File: src/design/kli_pkg.sv
// ----------------------------------------------------------------------------
// kli_pkg
// Shared constants and helpers for the keyframe linear interpolator.
// ----------------------------------------------------------------------------
package kli_pkg;

  localparam int MAX_KEYS    = 16;
  localparam int CHANS       = 14;
  localparam int STORE_DEPTH = MAX_KEYS * CHANS;
  localparam int FRAC_BITS   = 16;

  // input beat actions
  localparam logic ACT_WRITE = 1'b0;
  localparam logic ACT_EVAL  = 1'b1;

  // channel code of the key time and of the relative time result
  localparam logic [3:0]  CH_TIME   = 4'd0;

  localparam logic [3:0]  LAST_CHAN = 4'(CHANS - 1);
  localparam logic [3:0]  LAST_KEY  = 4'(MAX_KEYS - 1);
  localparam logic [32:0] EPSILON   = 33'd13;
  localparam logic [16:0] FRAC_ONE  = 17'd65536;

  // store address of one channel of one key
  function automatic logic [7:0] store_addr(logic [3:0] key, logic [3:0] ch);
    return ({4'b0, key} * 8'(CHANS)) + {4'b0, ch};
  endfunction

  // clamp a wide signed value into 32 bits
  function automatic logic [31:0] sat32(logic signed [35:0] v);
    if (v > 36'sh07FFFFFFF) begin
      return 32'h7FFFFFFF;
    end else if (v < 36'shF80000000) begin
      return 32'h80000000;
    end else begin
      return v[31:0];
    end
  endfunction

endpackage

File: src/design/kli_div.sv
// ----------------------------------------------------------------------------
// kli_div
// Restoring divider giving floor(dividend * 2^16 / divisor), one bit a cycle.
// Dividend is below divisor, so the quotient fits in 16 bits.
// ----------------------------------------------------------------------------
module kli_div
  import kli_pkg::*;
(
  input  logic        clk,
  input  logic        rst_n,
  input  logic        start,
  input  logic [31:0] dividend,
  input  logic [31:0] divisor,
  output logic        done,
  output logic [15:0] quot
);

  logic        busy_r;
  logic        done_r;
  logic [4:0]  cnt_r;
  logic [31:0] rem_r;
  logic [31:0] dvs_r;
  logic [15:0] q_r;
  logic [32:0] rem_dbl;
  logic        take;

  // trial subtract of the doubled remainder
  assign rem_dbl = {rem_r, 1'b0};
  assign take    = rem_dbl >= {1'b0, dvs_r};

  // control
  always_ff @(posedge clk) begin
    if (!rst_n) begin
      busy_r <= 1'b0;
      done_r <= 1'b0;
      cnt_r  <= '0;
    end else begin
      done_r <= 1'b0;
      if (start) begin
        busy_r <= 1'b1;
        cnt_r  <= 5'(FRAC_BITS);
      end else if (busy_r) begin
        cnt_r <= cnt_r - 5'd1;
        if (cnt_r == 5'd1) begin
          busy_r <= 1'b0;
          done_r <= 1'b1;
        end
      end
    end
  end

  // datapath, remainder stays below the divisor
  always_ff @(posedge clk) begin
    if (start) begin
      rem_r <= dividend;
      dvs_r <= divisor;
      q_r   <= '0;
    end else if (busy_r) begin
      rem_r <= 32'(take ? (rem_dbl - {1'b0, dvs_r}) : rem_dbl);
      q_r   <= {q_r[14:0], take};
    end
  end

  assign done = done_r;
  assign quot = q_r;

endmodule

File: config.mk
export PLATFORM = sky130hd
export DESIGN_NAME = kli_div
export DESIGN_NICKNAME = d
export VERILOG_FILES = /design/src/design/kli_pkg.sv /design/src/design/kli_div.sv
export SDC_FILE = /design/constraint.sdc
export NUM_CORES = 1
export LEC_CHECK = 0
export ABC_AREA = 1
export BUFFER_PORTS_ARGS = -buffer_cell sky130_fd_sc_hd__buf_4
export CORE_ASPECT_RATIO = 1.4
export CORE_UTILIZATION = 55
export CTS_CLUSTER_SIZE = 20
export DETAILED_ROUTE_END_ITERATION = 16
export PLACE_DENSITY = 0.77
export SLEW_MARGIN = 20
export SYNTH_ARGS = -nofsm -noshare
export SYNTH_HDL_FRONTEND = slang
export SYNTH_SLANG_ARGS = --single-unit
File: constraint.sdc
create_clock -name clk -period 3.1 [get_ports clk]
set_input_delay 0.31 -clock clk [delete_from_list [all_inputs] [get_ports clk]]
set_output_delay 0.31 -clock clk [all_outputs]
set_load 0.02 [all_outputs]
# Word-level counts from Yosys, hierarchy flattened
# Cells that the tools add are included.
# op_classes
muxes	9
n_eq_ne	1
n_lt_le_gt_ge	1
n_bitwise	2
addsub	2
reduce_logical	3
# op_table
op	count
32-bit two-way mux	3
33-bit by 32-bit >= comparator with 1-bit output	1
32-bit subtractor	1
5-bit two-way mux	2
5-bit by 1-bit == test with 1-bit output (second input constant)	1
5-bit by 1-bit subtractor with 5-bit output (second input constant)	1
1-bit two-way mux	4
3-bit OR reduction	1
1-bit NOT	2
2-bit nonzero test	1
2-bit OR reduction	1
# totals
out_inout_bits	17
regBits	87
inputBits	67

# Longest topological paths before layout
# logic_depth
word_depth	4
depth_mapped	17

# Least setup slack after synthesis
# OpenSTA, ideal clock, no wires.
# synth_timing
path_kind	input to register
start	in start
end	reg rem_r[0], enable pin
n_path_buf	3
arrival_ps	2009
setup_slack_ps	682
cell_stages	5
path_cell_list	clkbuf_1 > inv_1 > buf_2 > nand2_1 > clkbuf_1
# synth_via
elab_chain_len	1
# synth_rtl
element	line	text
start: declaration	kli_div.sv:11	input logic start,
2-bit nonzero test (no source line)	--	
end signal: assignment	kli_div.sv:55	rem_r <= dividend;
end signal: assignment	kli_div.sv:59	rem_r <= 32'(take ? (rem_dbl - {1'b0, dvs_r}) : rem_dbl);
end: declaration	kli_div.sv:21	logic [31:0] rem_r;
# No other way between the ends.
# A chain may end at the register's enable or synchronous reset.

# Worst setup path after layout
# layout_timing
start	reg rem_r[22]
end	reg rem_r[27] (data pin)
# layout_via
elab_chain_len	4
# layout_rtl
element	line	text
32-bit subtractor or 33-bit by 32-bit >= comparator with 1-bit output (tied branches)	kli_div.sv:59, kli_div.sv:29	
32-bit two-way mux (*)	kli_div.sv:59	
32-bit two-way mux (*)	kli_div.sv:58	end else if (busy_r) begin
32-bit two-way mux (*)	kli_div.sv:54	if (start) begin
# Mark *: on every way between the ends. The rest lies on a longest branch, timed or not. The select of a mux whose other input is x is not followed.

==> flow_results.org <==
** Run status
- Result of the run :: finished clean

** Yosys
- Main flop type after synthesis :: sky130_fd_sc_hd__edfxtp_1
- Mapped Cells :: 905
- During synthesis, Yosys emitted a total of 0 warnings.
- For this run, the register share of the synthesized area comes to 0.376.
- Synthesis instantiated 35 different standard cells from the library.
- The synthesized design contains 64 enable-type register cells.
- The commonest cells after synthesis are sky130_fd_sc_hd__nand2_1, sky130_fd_sc_hd__inv_1, sky130_fd_sc_hd__nand3_1, sky130_fd_sc_hd__edfxtp_1, sky130_fd_sc_hd__nor2_1.
- Most common cell in the synthesized netlist :: sky130_fd_sc_hd__nand2_1
- Count of state elements after synthesis :: 87
- Yosys attributes the largest share of cell area to sky130_fd_sc_hd__edfxtp_1, sky130_fd_sc_hd__nand2_1, sky130_fd_sc_hd__inv_1.
- Summed over all instances, the cell type with the most area after synthesis is sky130_fd_sc_hd__edfxtp_1.
- Of the post-synthesis cell area, the dominant cell type holds 0.303.
- Netlist Area Pre-Place :: 6340 sq um
- A synthesized cell averages roughly 7 sq um.
- Number of nets in the synthesized netlist :: approximately 1,000
- Asr flop ratio synth :: 0

** CTS
- Clock tree from TritonCTS :: done
- The clock passes through at most 2 buffers.
- Clk pin slew, worst setup/hold paths :: 0.08 ns
- Clock latency on the worst-skew pair, taken at its later pin, is approximately 0.35 ns.
- Sinks on the clock net :: 87
- The number of clock buffers added by TritonCTS is 9.
- In this run, post-CTS repair resized a total of 0 instances.
- The tree is rooted in a sky130_fd_sc_hd__clkbuf_16.
- Number of post-CTS setup repair buffers :: 0
- Hold Buf Count CTS :: 0
- In this run the number of H-tree levels came out at 3.

** GRT
- Via count of the first global-routing pass :: 5,716
- Overflow after GRT :: 0
- Initial antenna violation count :: 0
- First-pass GRT wire length :: 25.8 mm
- For this run, the total global-route usage over all layers was measured as 0.273.
- Largest net degree at the start of global routing :: 66

** Power and ir drop
- Worst supply voltage drop on vdd :: 366 uV
- Leakage power total :: just under 4 nW
- Power spread over the standard cell area amounts to 618 nW/um^2.

** Placement
- # port buffers :: 83
- RD Place Congestion :: 0.952
- After legalization and detailed placement, the total HPWL measured 11.8 mm.

** Setup path
- Critical path class :: reg -> reg
- Along the worst path, the maximum fanout reaches 33.
- The setup check on the worst reg-to-reg path leaves a slack of 0.50 ns.
- Startpoint Class :: register
- Data arrives at the worst endpoint at 2.72 ns.
- The endpoint identified for the worst register-to-register timing path is rem_r[27]$_DFFE_PP_.
- The worst register-to-register path begins at rem_r[22]$_DFFE_PP_.
- Critical Path Sink Type :: register
- Data on the critical path is required at its endpoint by around 3.2 ns.
- FF-to-FF path depth :: 10

** Hold path
- The path with the worst hold slack has its endpoint at dvs_r[26]$_DFFE_PP_.
- Hold Path Depth :: 1
- The startpoint identified for the worst hold timing path is divisor[26].
- HP Class :: in -> reg

** Route
- Using the TritonRoute via totals, the vias-per-cell ratio works out to 5.11.
- In the final routed layout, each cell accounts on average for approximately 14 um.
- The pre-antenna-repair detailed-routing pass consisted of 7 iterations.
- Via count :: 5,815
- WL final :: 15.4 mm
- After the first detailed-routing iteration, the DRC count stood at a little under 200.
- DR DRC count :: 0
- Antenna Violating Nets Remaining :: 0

** Timing
- Unrepaired setup endpoints after global routing :: false
- Remaining max-slew budget at the tightest pin :: 0.509
- Number of pins exceeding their max-slew limit in the final report :: 0
- Setup violations remaining at the end of the flow were counted as 0.
- Worst-margin pin slew :: 0.737 ns
- Share of the clock period used by the worst path after layout :: 0.839
- Maximum frequency from static timing analysis :: about 380 MHz
- Minimum clock period after layout :: between 2 and 3 ns
- Setup Total Neg Slack :: 0 ns
- The final hold violation count is 0.
- Worst clock skew :: ~0.011 ns

** Floorplanning
- In this run the vertical extent of the chip is between 100 and 150 um.
- The core region is approximately 11,000 sq um.
- The floorplan step set the die width to between 90 and 100 um.
- The initial utilization of the core area, before any placement, comes to 0.562.
- During I/O placement, the number of pins put on the boundary was 84.
- Number of rows in the core area :: 46
- Die ar. :: roughly 12,000 sq um

** Layout
- At the end of the flow, the number of nets in the layout was between 1,000 and 1,500.
- Area added between synthesis and finish :: 16.5%
- Post-layout utilization of the core :: 0.654
- Of the cells placed in the final design, the portion with a size suffix greater than 1 is 0.139.
- The repair_antennas step left the layout with diodes totalling 0.

** Job
- Maxcap violations :: 0
worst max-delay path by stage:
stage / to / depth (start not counted) / slack, ns / start
detailed placement: rem_r[14]$_DFFE_PP_ / 14 / 0.52 / rem_r[19]$_DFFE_PP_
finish: rem_r[27]$_DFFE_PP_ / 10 / 0.50 / rem_r[22]$_DFFE_PP_
floorplan: rem_r[0]$_DFFE_PP_ / 5 / 0.68 / start
global placement: rem_r[26]$_DFFE_PP_ / 10 / 0.56 / rem_r[19]$_DFFE_PP_
CTS: rem_r[3]$_DFFE_PP_ / 14 / 0.50 / rem_r[7]$_DFFE_PP_
global route: rem_r[9]$_DFFE_PP_ / 14 / 0.28 / rem_r[2]$_DFFE_PP_
registers in the layout (all words and copies together) (netlist names):
| register | count |
|---|---|
| rem_r | 32 |
| quot | 16 |
| cnt_r | 5 |
| done | 1 |
| busy_r | 1 |
| dvs_r | 32 |
layout make-up:
class	instances	area, sq um
clock inverters	7	73.8
multi-input cells	610	3130
flip-flops and latches	87	2380
clock buffers	9	225
well taps	144	180
repair buffers	91	683
inverters	189	709
fillers	1077	3900
kinds of logic after synthesis:
group | Yosys count | share of synthesized area
xor+xnor | 16 | 0.0221
compound gates | 48 | 0.0444
fa+ha+maj | 35 | 0.0703
simple gates | 511 | 0.356
flops | 87 | 0.376
buf+inv | 208 | 0.131
worst max-delay path, stage by stage (launching register included):
cell                       delay [ns]
sky130_fd_sc_hd__edfxtp_1        0.41
sky130_fd_sc_hd__ha_1            0.41
sky130_fd_sc_hd__nand2_1         0.14
sky130_fd_sc_hd__nor2_1          0.23
sky130_fd_sc_hd__nand2_1         0.13
sky130_fd_sc_hd__nor3_2          0.14
sky130_fd_sc_hd__nand2_2         0.31
sky130_fd_sc_hd__nand2_8         0.32
sky130_fd_sc_hd__nand3_1         0.14
sky130_fd_sc_hd__nand2_1         0.08
sky130_fd_sc_hd__nand2_1         0.05
cells in the final DEF (no fill, tap or decap), types with 2 or more instances in the layout:
cell type / Yosys / final
sky130_fd_sc_hd__a21oi_1: 20 / 20
sky130_fd_sc_hd__and2_1: 5 / 5
sky130_fd_sc_hd__buf_4: 0 / 91
sky130_fd_sc_hd__clkbuf_16: 0 / 9
sky130_fd_sc_hd__clkinv_4: 0 / 3
sky130_fd_sc_hd__dfxtp_1: 23 / 23
sky130_fd_sc_hd__edfxtp_1: 64 / 64
sky130_fd_sc_hd__ha_1: 34 / 34
sky130_fd_sc_hd__inv_1: 186 / 186
sky130_fd_sc_hd__inv_2: 3 / 3
sky130_fd_sc_hd__inv_8: 0 / 2
sky130_fd_sc_hd__nand2_1: 325 / 324
sky130_fd_sc_hd__nand2_2: 9 / 10
sky130_fd_sc_hd__nand3_1: 67 / 67
sky130_fd_sc_hd__nand3_2: 7 / 7
sky130_fd_sc_hd__nand3b_1: 25 / 25
sky130_fd_sc_hd__nand4_1: 9 / 9
sky130_fd_sc_hd__nor2_1: 48 / 48
sky130_fd_sc_hd__nor2_2: 4 / 4
sky130_fd_sc_hd__nor2_4: 2 / 2
sky130_fd_sc_hd__nor3_1: 5 / 5
sky130_fd_sc_hd__o21a_1: 3 / 3
sky130_fd_sc_hd__o21ai_0: 4 / 4
sky130_fd_sc_hd__o21bai_1: 3 / 3
sky130_fd_sc_hd__o22ai_1: 14 / 14
sky130_fd_sc_hd__or2_2: 2 / 2
sky130_fd_sc_hd__xnor2_1: 13 / 13
sky130_fd_sc_hd__xor2_1: 3 / 3
report_power, final:
part           switching [W]  total (W)  internal (W)
Clock               0.000538    0.00111      0.000570
Sequential         0.0000679    0.00150       0.00143
Combinational        0.00123    0.00196      0.000730
through the flow:
stage | hold WS [ns] | instances | area [sq um] | power (W) | setup WS [ns]
2_1_floorplan | 0.409 | 905 | 6340 | 0.00301 | 0.682
3_3_place_gp | 0.476 | 1121 | 7080 | 0.00345 | 0.556
3_5_place_dp | 0.478 | 1121 | 7080 | 0.00346 | 0.522
4_1_cts | 0.126 | 1137 | 7380 | 0.00458 | 0.504
5_1_grt | 0.124 | 1137 | 7380 | 0.00490 | 0.277
6_report | 0.127 | 1137 | 7380 | 0.00456 | 0.498
per-layer routing:
layer,share of wire,vias to the layer above,GRT usage
met1,0.41,2613,0.304
met3,0.047,51,0.0378
met2,0.50,169,0.501
met5,0,-,0
li1,-,2982,-
met4,0.045,0,0.144
No activity file was read; power rests on OpenSTA's default activity.
